## src/rtl/color_space_converter_macros.svh

```systemverilog
// Assertion macros shared by the color space converter RTL.
// Needs nothing else; include it once in any module that asserts.
`ifndef COLOR_SPACE_CONVERTER_MACROS_SVH
`define COLOR_SPACE_CONVERTER_MACROS_SVH

// Same-cycle implication, off while reset is asserted.
`define CSC_ASSERT_NOW(label, clk, rst_n, ante, cons) \
	label: assert property (@(posedge clk) disable iff (!(rst_n)) (ante) |-> (cons)) \
		else $error("color_space_converter: same-cycle check failed");

// Next-cycle implication, off while reset is asserted.
`define CSC_ASSERT_NEXT(label, clk, rst_n, ante, cons) \
	label: assert property (@(posedge clk) disable iff (!(rst_n)) (ante) |=> (cons)) \
		else $error("color_space_converter: next-cycle check failed");

`endif

```

## src/rtl/csc_pkg.sv

```systemverilog
// Types and fixed constants of the color space converter.
// No dependencies; imported by csc_row and color_space_converter.
package csc_pkg;

	typedef logic [7:0] pixel_t;
	typedef logic [1:0] mode_t;

	localparam mode_t MODE_RGB2YCC = 2'd0;
	localparam mode_t MODE_YCC2RGB = 2'd1;
	localparam mode_t MODE_YUV2RGB = 2'd2;

	localparam int OFFS_LUMA   = 16;
	localparam int OFFS_CHROMA = 128;

	// Load strobes for the register stages inside one row datapath.
	typedef struct packed {
		logic ld_s2;
		logic ld_s3;
		logic ld_s4;
	} csc_adv_t;

endpackage

```

## src/rtl/color_space_converter.sv

```systemverilog
// Color space converter top level: stream ports, mode register, stage control.
// Uses csc_pkg, csc_row and color_space_converter_macros.svh.
//
// Converts one pixel per clock between RGB and YCbCr: mode 0 gives studio-range
// BT.601 YCbCr from RGB, mode 1 full-range YCbCr to RGB, mode 2 (and 3) the YUV
// to RGB variant. Every pixel passes four register stages: an operand stage, a
// multiplier stage, a sum stage and the saturating output register. m_tvalid
// rises when the word reaches the output register and stays high until
// m_tready takes it. A new pixel is accepted every cycle as long as the
// pipeline has a free stage, so throughput is one pixel per clock until
// m_tready stalls and all four stages fill. Coefficients carry
// COEF_FRAC_BITS fraction bits; sums truncate toward zero and clamp to 0..255.
// Write the mode only while idle.
`include "color_space_converter_macros.svh"

module color_space_converter #(
	parameter int COEF_FRAC_BITS = 16
) (
	input  logic                 clk,
	input  logic                 arst_n,
	input  logic                 cfg_wr_en,
	input  csc_pkg::mode_t       cfg_wr_data,
	input  logic                 s_tvalid,
	output logic                 s_tready,
	input  logic [23:0]          s_tdata,   // comp_a [7:0], comp_b [15:8], comp_c [23:16]
	output logic                 m_tvalid,
	input  logic                 m_tready,
	output logic [23:0]          m_tdata    // out_a [7:0], out_b [15:8], out_c [23:16]
);
	import csc_pkg::*;

	localparam int F  = COEF_FRAC_BITS;
	localparam int CW = F + 3;
	localparam int SW = F + 12;

	localparam longint ONE = longint'(1) << F;

	localparam logic signed [CW-1:0] K_ONE  = CW'(ONE);
	localparam logic signed [CW-1:0] K_YR   = CW'((257 * ONE + 500) / 1000);
	localparam logic signed [CW-1:0] K_YG   = CW'((504 * ONE + 500) / 1000);
	localparam logic signed [CW-1:0] K_YB   = CW'((98 * ONE + 500) / 1000);
	localparam logic signed [CW-1:0] K_BR   = CW'(-((148 * ONE + 500) / 1000));
	localparam logic signed [CW-1:0] K_BG   = CW'(-((291 * ONE + 500) / 1000));
	localparam logic signed [CW-1:0] K_BB   = CW'((439 * ONE + 500) / 1000);
	localparam logic signed [CW-1:0] K_RR   = CW'((439 * ONE + 500) / 1000);
	localparam logic signed [CW-1:0] K_RG   = CW'(-((368 * ONE + 500) / 1000));
	localparam logic signed [CW-1:0] K_RB   = CW'(-((714 * ONE + 5000) / 10000));
	localparam logic signed [CW-1:0] K_F_RV = CW'((1402 * ONE + 500) / 1000);
	localparam logic signed [CW-1:0] K_F_GU = CW'(-((344 * ONE + 500) / 1000));
	localparam logic signed [CW-1:0] K_F_GV = CW'(-((714 * ONE + 500) / 1000));
	localparam logic signed [CW-1:0] K_F_BU = CW'((1772 * ONE + 500) / 1000);
	localparam logic signed [CW-1:0] K_V_RV = CW'((14075 * ONE + 5000) / 10000);
	localparam logic signed [CW-1:0] K_V_GU = CW'(-((3455 * ONE + 5000) / 10000));
	localparam logic signed [CW-1:0] K_V_GV = CW'(-((7169 * ONE + 5000) / 10000));
	localparam logic signed [CW-1:0] K_V_BU = CW'((1779 * ONE + 500) / 1000);

	localparam logic signed [SW-1:0] B_LUMA   = SW'(longint'(OFFS_LUMA) * ONE);
	localparam logic signed [SW-1:0] B_CHROMA = SW'(longint'(OFFS_CHROMA) * ONE);

	mode_t mode_q;

	logic valid_s1, valid_s2, valid_s3, valid_s4;
	logic rdy1, rdy2, rdy3, rdy4;
	logic s_fire, m_fire;

	mode_t             mode_s1;
	logic signed [8:0] x0_s1, x1_s1, x2_s1;

	logic signed [CW-1:0] k [3][3];
	logic signed [SW-1:0] base [3];

	csc_adv_t adv;
	pixel_t   pix [3];

	always_ff @(posedge clk or negedge arst_n) begin
		if (!arst_n) begin
			mode_q <= MODE_YCC2RGB;
		end else if (cfg_wr_en) begin
			mode_q <= cfg_wr_data;
		end
	end

	// A stage takes a new word when it is empty or its word moves on.
	assign rdy4 = !valid_s4 || m_tready;
	assign rdy3 = !valid_s3 || rdy4;
	assign rdy2 = !valid_s2 || rdy3;
	assign rdy1 = !valid_s1 || rdy2;

	assign s_tready = rdy1;
	assign s_fire   = s_tvalid && rdy1;
	assign m_fire   = valid_s4 && m_tready;

	assign adv.ld_s2 = rdy2;
	assign adv.ld_s3 = rdy3;
	assign adv.ld_s4 = rdy4;

	always_ff @(posedge clk or negedge arst_n) begin
		if (!arst_n) begin
			valid_s1 <= 1'b0;
			valid_s2 <= 1'b0;
			valid_s3 <= 1'b0;
			valid_s4 <= 1'b0;
		end else begin
			if (rdy1) valid_s1 <= s_tvalid;
			if (rdy2) valid_s2 <= valid_s1;
			if (rdy3) valid_s3 <= valid_s2;
			if (rdy4) valid_s4 <= valid_s3;
		end
	end

	// Operand stage: chroma inputs lose their 128 bias outside mode 0.
	always_ff @(posedge clk) begin
		if (rdy1) begin
			mode_s1 <= mode_q;
			x0_s1   <= $signed({1'b0, s_tdata[7:0]});
			if (mode_q == MODE_RGB2YCC) begin
				x1_s1 <= $signed({1'b0, s_tdata[15:8]});
				x2_s1 <= $signed({1'b0, s_tdata[23:16]});
			end else begin
				x1_s1 <= $signed({1'b0, s_tdata[15:8]}) - 9'sd128;
				x2_s1 <= $signed({1'b0, s_tdata[23:16]}) - 9'sd128;
			end
		end
	end

	// Coefficient and offset selection feeding the multipliers.
	always_comb begin
		case (mode_s1)
			MODE_RGB2YCC: begin
				k[0][0] = K_YR; k[0][1] = K_YG; k[0][2] = K_YB;
				k[1][0] = K_BR; k[1][1] = K_BG; k[1][2] = K_BB;
				k[2][0] = K_RR; k[2][1] = K_RG; k[2][2] = K_RB;
				base[0] = B_LUMA;
				base[1] = B_CHROMA;
				base[2] = B_CHROMA;
			end
			MODE_YCC2RGB: begin
				k[0][0] = K_ONE; k[0][1] = '0;     k[0][2] = K_F_RV;
				k[1][0] = K_ONE; k[1][1] = K_F_GU; k[1][2] = K_F_GV;
				k[2][0] = K_ONE; k[2][1] = K_F_BU; k[2][2] = '0;
				base[0] = '0;
				base[1] = '0;
				base[2] = '0;
			end
			default: begin
				k[0][0] = K_ONE; k[0][1] = '0;     k[0][2] = K_V_RV;
				k[1][0] = K_ONE; k[1][1] = K_V_GU; k[1][2] = K_V_GV;
				k[2][0] = K_ONE; k[2][1] = K_V_BU; k[2][2] = '0;
				base[0] = '0;
				base[1] = '0;
				base[2] = '0;
			end
		endcase
	end

	for (genvar r = 0; r < 3; r++) begin : g_row
		csc_row #(
			.FRAC (F)
		) u_row (
			.clk  (clk),
			.adv  (adv),
			.x0   (x0_s1),
			.x1   (x1_s1),
			.x2   (x2_s1),
			.k0   (k[r][0]),
			.k1   (k[r][1]),
			.k2   (k[r][2]),
			.base (base[r]),
			.pix  (pix[r])
		);
	end

	assign m_tvalid = valid_s4;
	assign m_tdata  = {pix[2], pix[1], pix[0]};

	`CSC_ASSERT_NEXT(a_occ_inc, clk, arst_n, s_fire && !m_fire,
		$countones({valid_s4, valid_s3, valid_s2, valid_s1}) ==
		$past($countones({valid_s4, valid_s3, valid_s2, valid_s1})) + 1)
	`CSC_ASSERT_NEXT(a_occ_dec, clk, arst_n, m_fire && !s_fire,
		$countones({valid_s4, valid_s3, valid_s2, valid_s1}) + 1 ==
		$past($countones({valid_s4, valid_s3, valid_s2, valid_s1})))
	`CSC_ASSERT_NOW(a_full_stall, clk, arst_n,
		valid_s1 && valid_s2 && valid_s3 && valid_s4 && !m_tready, !s_tready)

endmodule

```

## src/rtl/csc_row.sv

```systemverilog
// One output row of the converter: three products, a sum and saturation.
// Uses csc_pkg; stage strobes come from the color_space_converter control.
module csc_row #(
	parameter int FRAC = 16
) (
	input  logic                      clk,
	input  csc_pkg::csc_adv_t         adv,
	input  logic signed [8:0]         x0,
	input  logic signed [8:0]         x1,
	input  logic signed [8:0]         x2,
	input  logic signed [FRAC+2:0]    k0,
	input  logic signed [FRAC+2:0]    k1,
	input  logic signed [FRAC+2:0]    k2,
	input  logic signed [FRAC+11:0]   base,
	output csc_pkg::pixel_t           pix
);
	import csc_pkg::*;

	localparam int SW = FRAC + 12;

	logic signed [SW-1:0] p0_s2, p1_s2, p2_s2, base_s2;
	logic signed [SW-1:0] sum_s3;
	pixel_t               pix_s4;

	// Products widen to full sum width so no term overflows.
	always_ff @(posedge clk) begin
		if (adv.ld_s2) begin
			p0_s2   <= SW'(x0) * SW'(k0);
			p1_s2   <= SW'(x1) * SW'(k1);
			p2_s2   <= SW'(x2) * SW'(k2);
			base_s2 <= base;
		end
	end

	always_ff @(posedge clk) begin
		if (adv.ld_s3) begin
			sum_s3 <= p0_s2 + p1_s2 + p2_s2 + base_s2;
		end
	end

	// Any negative sum truncates to zero or below: clamp to 0.
	always_ff @(posedge clk) begin
		if (adv.ld_s4) begin
			if (sum_s3[SW-1]) begin
				pix_s4 <= '0;
			end else if (|sum_s3[SW-2:FRAC+8]) begin
				pix_s4 <= 8'hFF;
			end else begin
				pix_s4 <= sum_s3[FRAC+7:FRAC];
			end
		end
	end

	assign pix = pix_s4;

endmodule
```

## config.mk

```make
export PLATFORM = sky130hd
export DESIGN_NAME = color_space_converter
export DESIGN_NICKNAME = d
export VERILOG_FILES = /design/src/rtl/csc_pkg.sv /design/src/rtl/color_space_converter.sv /design/src/rtl/csc_row.sv
export VERILOG_INCLUDE_DIRS = /design/src /design/src/rtl
export SDC_FILE = /design/constraint.sdc
export NUM_CORES = 2
export LEC_CHECK = 0
export BUFFER_PORTS_ARGS = -buffer_cell sky130_fd_sc_hd__buf_2
export CAP_MARGIN = 20
export CORE_AREA = 2 2 334 336
export CTS_CLUSTER_DIAMETER = 40
export DETAILED_ROUTE_END_ITERATION = 8
export DIE_AREA = 0 0 336 338
export GPL_TIMING_DRIVEN = 0
export PLACE_DENSITY = 0.59
export SYNTH_ARGS = -nofsm -noshare
export SYNTH_HDL_FRONTEND = slang
export SYNTH_SLANG_ARGS = --single-unit
```

## constraint.sdc

```tcl
create_clock -name clk -period 11.5 [get_ports clk]
set_input_delay 2.3 -clock clk [delete_from_list [all_inputs] [get_ports clk]]
set_output_delay 2.3 -clock clk [all_outputs]
set_load 0.005 [all_outputs]
```

==> flow_summary.ini <==
[sta]
setup_viol = 0
achievable-frequency_mhz = 127
final_max_slew_viol_count = 0
holdWs_ns = 0.468
fin_skew_ns = 0.0342
maxSlewHeadroom_pct = 25.6
timing.final.crit_share_pct = 68.6
timing.final.hold_violations = 0
slew_of_the_pin_with_the_lowest_slew_margin_ns = 1.11
final.min_clock_period_ns = 7.89
setup_repair_after_global_routing_missed_its_margin = no

[final_layout]
finalNonFillerCells = 5597
final_area_sq_um = 48200
synthToLayoutAreaGrowth_pct = 10.4
nets = 5505
final_layout_size_suffix_gt1_share_pct = 5.33
filler_instances = 10408

[detailed_routing]
drt.antenna.violating_nets = 0
routed-via-count = 27396
routed_via_density = 4.89
first_iter_violations = 1492
total_length_of_routed_wires_microns = 106000
drc = 0
detail_route.wl_per_cell_microns = 18.9
firstDrtPassIters = 5

[global_route]
grt_pass1_vias = 28816
number_of_antenna_violations_at_the_first_check_in_global_routing = 4
grt_pass1_wl_microns = 166000
grt_overflow = 0
gr-usage-all-layers_pct = 19.4
grt_start_max_net_pins = 66

[synth]
netlist.top_cell.by_area = sky130_fd_sc_hd__fa_1
post_synth_most_frequent_cells = sky130_fd_sc_hd__inv_1 (805), sky130_fd_sc_hd__ha_1 (791), sky130_fd_sc_hd__fa_1 (627), sky130_fd_sc_hd__edfxtp_1 (330), sky130_fd_sc_hd__nor2_1 (198)
ys_ff_latch = 336
synthesis.area_per_instance_sq_um = 11.2
post_synth_num_cell_types = 75
yosys-top-cells-area = sky130_fd_sc_hd__fa_1 (29%), sky130_fd_sc_hd__edfxtp_1 (23%), sky130_fd_sc_hd__ha_1 (23%)
synth-edff-count = 330
synth.yosys.warnings = 0
synth_sequential_area_ratio_pct = 23.0
synth.cell_area_sq_um = 43700
postSynth.asyncResetShare_pct = 1.79
synth-main-ff-cell = sky130_fd_sc_hd__edfxtp_1
yosys.cell_count.top_type = sky130_fd_sc_hd__inv_1
post-synth-top-area-fraction_pct = 28.7
synthCells = 3916

[worst_setup_path]
critical_path_class = flip-flop to flip-flop
cp_slowest_cell = sky130_fd_sc_hd__o311ai_0
crit_path_max_fanout = 10
cp.arrival_ns = 8.24
worstPathRequired_ns = 11.84
beginning_of_the_worst_register_to_register_path = mode_s1[1]
startpoint_class_of_the_critical_path = flip-flop
critical-path-top-cell-by-count = sky130_fd_sc_hd__fa_1
slowest_cell_delay_on_critical_path_ns = 0.76
worstPathCellList = clkinv_1 -> nand2_1 -> clkbuf_1 -> and2_1 -> inv_1 -> fa_1 -> inv_1 -> fa_1 -> inv_1 -> fa_1 -> inv_1 -> fa_1 -> fa_1 -> ha_1 -> o21a_1 -> o31a_1 -> o21ai_1 -> o21ai_1 -> a41oi_1 -> o211ai_1 -> a41oi_2 -> o311ai_0
critical_path.endpoint_type = flip-flop
crit_start = mode_s1[1]

[clock_network]
worst_case_clock_buffer_depth = 3
cts-htree-levels = 2
clock_insertion_delay_worst_skew_ns = 0.66
clk_transition_reported_paths_ns = 0.06
cts_resized = 0
clockRootBuffer = sky130_fd_sc_hd__clkbuf_16
cts_setup_buffers = 0
numClockSinks = 336
cts_buffers = 60
cts_tree = done
holdBufCountCts = 0

[worst_hold_path]
worst_hold_startpoint = valid_s1
min-delay-path-class = flip-flop to flip-flop

[die]
dieHeight_microns = 338
die_area_sq_um = 114000
rows = 122
top_level_ports = 57
die-width_microns = 336
initial_utilization_pct = 39.7
fp.coreArea_sq_um = 110000

[placed_design]
detailed_place.area_sq_um = 46200
port-buffer-count = 56
gp_congestion = 0.913
placed_instance_count = 5482
place_hpwl_microns = 91300

[outcome]
run_status = completed

[job]
max-cap-violations = 0
cell usage in the layout (no fill, tap or decap), drive strengths merged, types with 6 or more instances in the layout:
cell type | synthesis | layout
ha | 791 | 791
clkbuf | 23 | 91
a31oi | 22 | 22
bufinv | 0 | 6
o21ai | 92 | 92
or3 | 19 | 19
a211oi | 25 | 25
nor2 | 198 | 198
clkinv | 2 | 23
nand4 | 11 | 11
xnor2 | 158 | 158
inv | 805 | 817
nor2b | 38 | 38
nor3 | 53 | 53
a21o | 56 | 56
o211a | 6 | 6
a21boi | 7 | 7
fa | 627 | 627
and2 | 31 | 31
conb | 2 | 7
a31o | 6 | 6
o21a | 25 | 25
o31ai | 7 | 7
o21bai | 13 | 13
buf | 6 | 79
o211ai | 14 | 14
nand2 | 158 | 158
nand2b | 30 | 30
a41oi | 9 | 9
and3 | 19 | 19
or2 | 8 | 8
nand3 | 47 | 47
a21oi | 152 | 152
xor2 | 55 | 55
edfxtp | 330 | 330
path summary, 6_finish.rpt:
kind	to	slack, ns	depth (start not counted)
max	g_row[0].u_row.p2_s2[27]	3.61	22
min	valid_s2	0.47	1
max reg2reg	g_row[0].u_row.p2_s2[27]	3.61	22
min reg2reg	valid_s2	0.47	1
max in group asynchronous	mode_q[0]	9.82	1
min in group asynchronous	valid_s2	1.45	1
final cells by class:
class | instances | area, sq um | area share [%]
Multi-Input combinational cell | 2749 | 30500 | 63.3
Sequential cell | 336 | 10100 | 20.9
Inverter | 807 | 3030 | 6.28
Tap cell | 1488 | 1860 | 3.86
Clock buffer | 68 | 1550 | 3.22
Timing Repair Buffer | 73 | 587 | 1.22
Clock inverter | 44 | 488 | 1.01
Buffer | 29 | 110 | 0.228
Antenna cell | 3 | 7.51 | 0.0156
metrics by stage:
stage | util (%) | setup slack (ns) | setup TNS [ns]
after floorplan | - | 1.12 | 0
after global placement | 41.7 | -3.12 | -749.98
after detailed placement | 42.0 | 3.76 | 0
after CTS | 43.8 | 3.76 | 0
after global routing | 43.8 | 3.32 | 0
final | 43.8 | 3.61 | 0
worst max-delay path, delay by kind of cell (launching register included):
family	cells	cell delay (ns)
adder cells (fa/ha/maj)	6	2.81
AO/OA/AOI/OAI	8	2.11
buffers and inverters	6	1.43
AND/OR/NAND/NOR	2	0.72
flip-flops	1	0.48
cell families (layout without fill, tap and decap cells):
group                      count (synthesis)  after routing  synth area share (%)
DFF                                      336            336                  23.0
other                                      2             10                0.0172
adders and majority gates               1418           1418                  51.4
muxes                                      2              2                0.0515
xor gates and xnor gates                 213            213                  4.27
and+or+nand+nor                          631            631                  6.78
AOI/OAI and AO/OA                        478            478                  7.31
buffers and inverters                    836           1021                  7.18
sequential cells by signal, summed over array words and instances (netlist names):
register	flops
g_row.u_row.base_s2	1
g_row.u_row.p0_s2	75
g_row.u_row.pix	24
valid_s1	1
g_row.u_row.p2_s2	84
x2_s1	9
g_row.u_row.p1_s2	82
mode_s1	2
x0_s1	8
valid_s2	1
valid_s3	1
m_tvalid	1
mode_q	2
g_row.u_row.sum_s3	36
x1_s1	9
layer usage:
layer	global-route usage, %	vias to the layer above	wire length [microns]
li1	-	13291	-
met1	26.0	13393	48000
met2	30.7	559	47700
met3	3.23	153	4680
met4	8.66	0	5270
met5	0	-	0
Power is left out: the tool's default activity adds up to more than one toggle a clock period on the data nets, which glitch-free logic cannot reach.
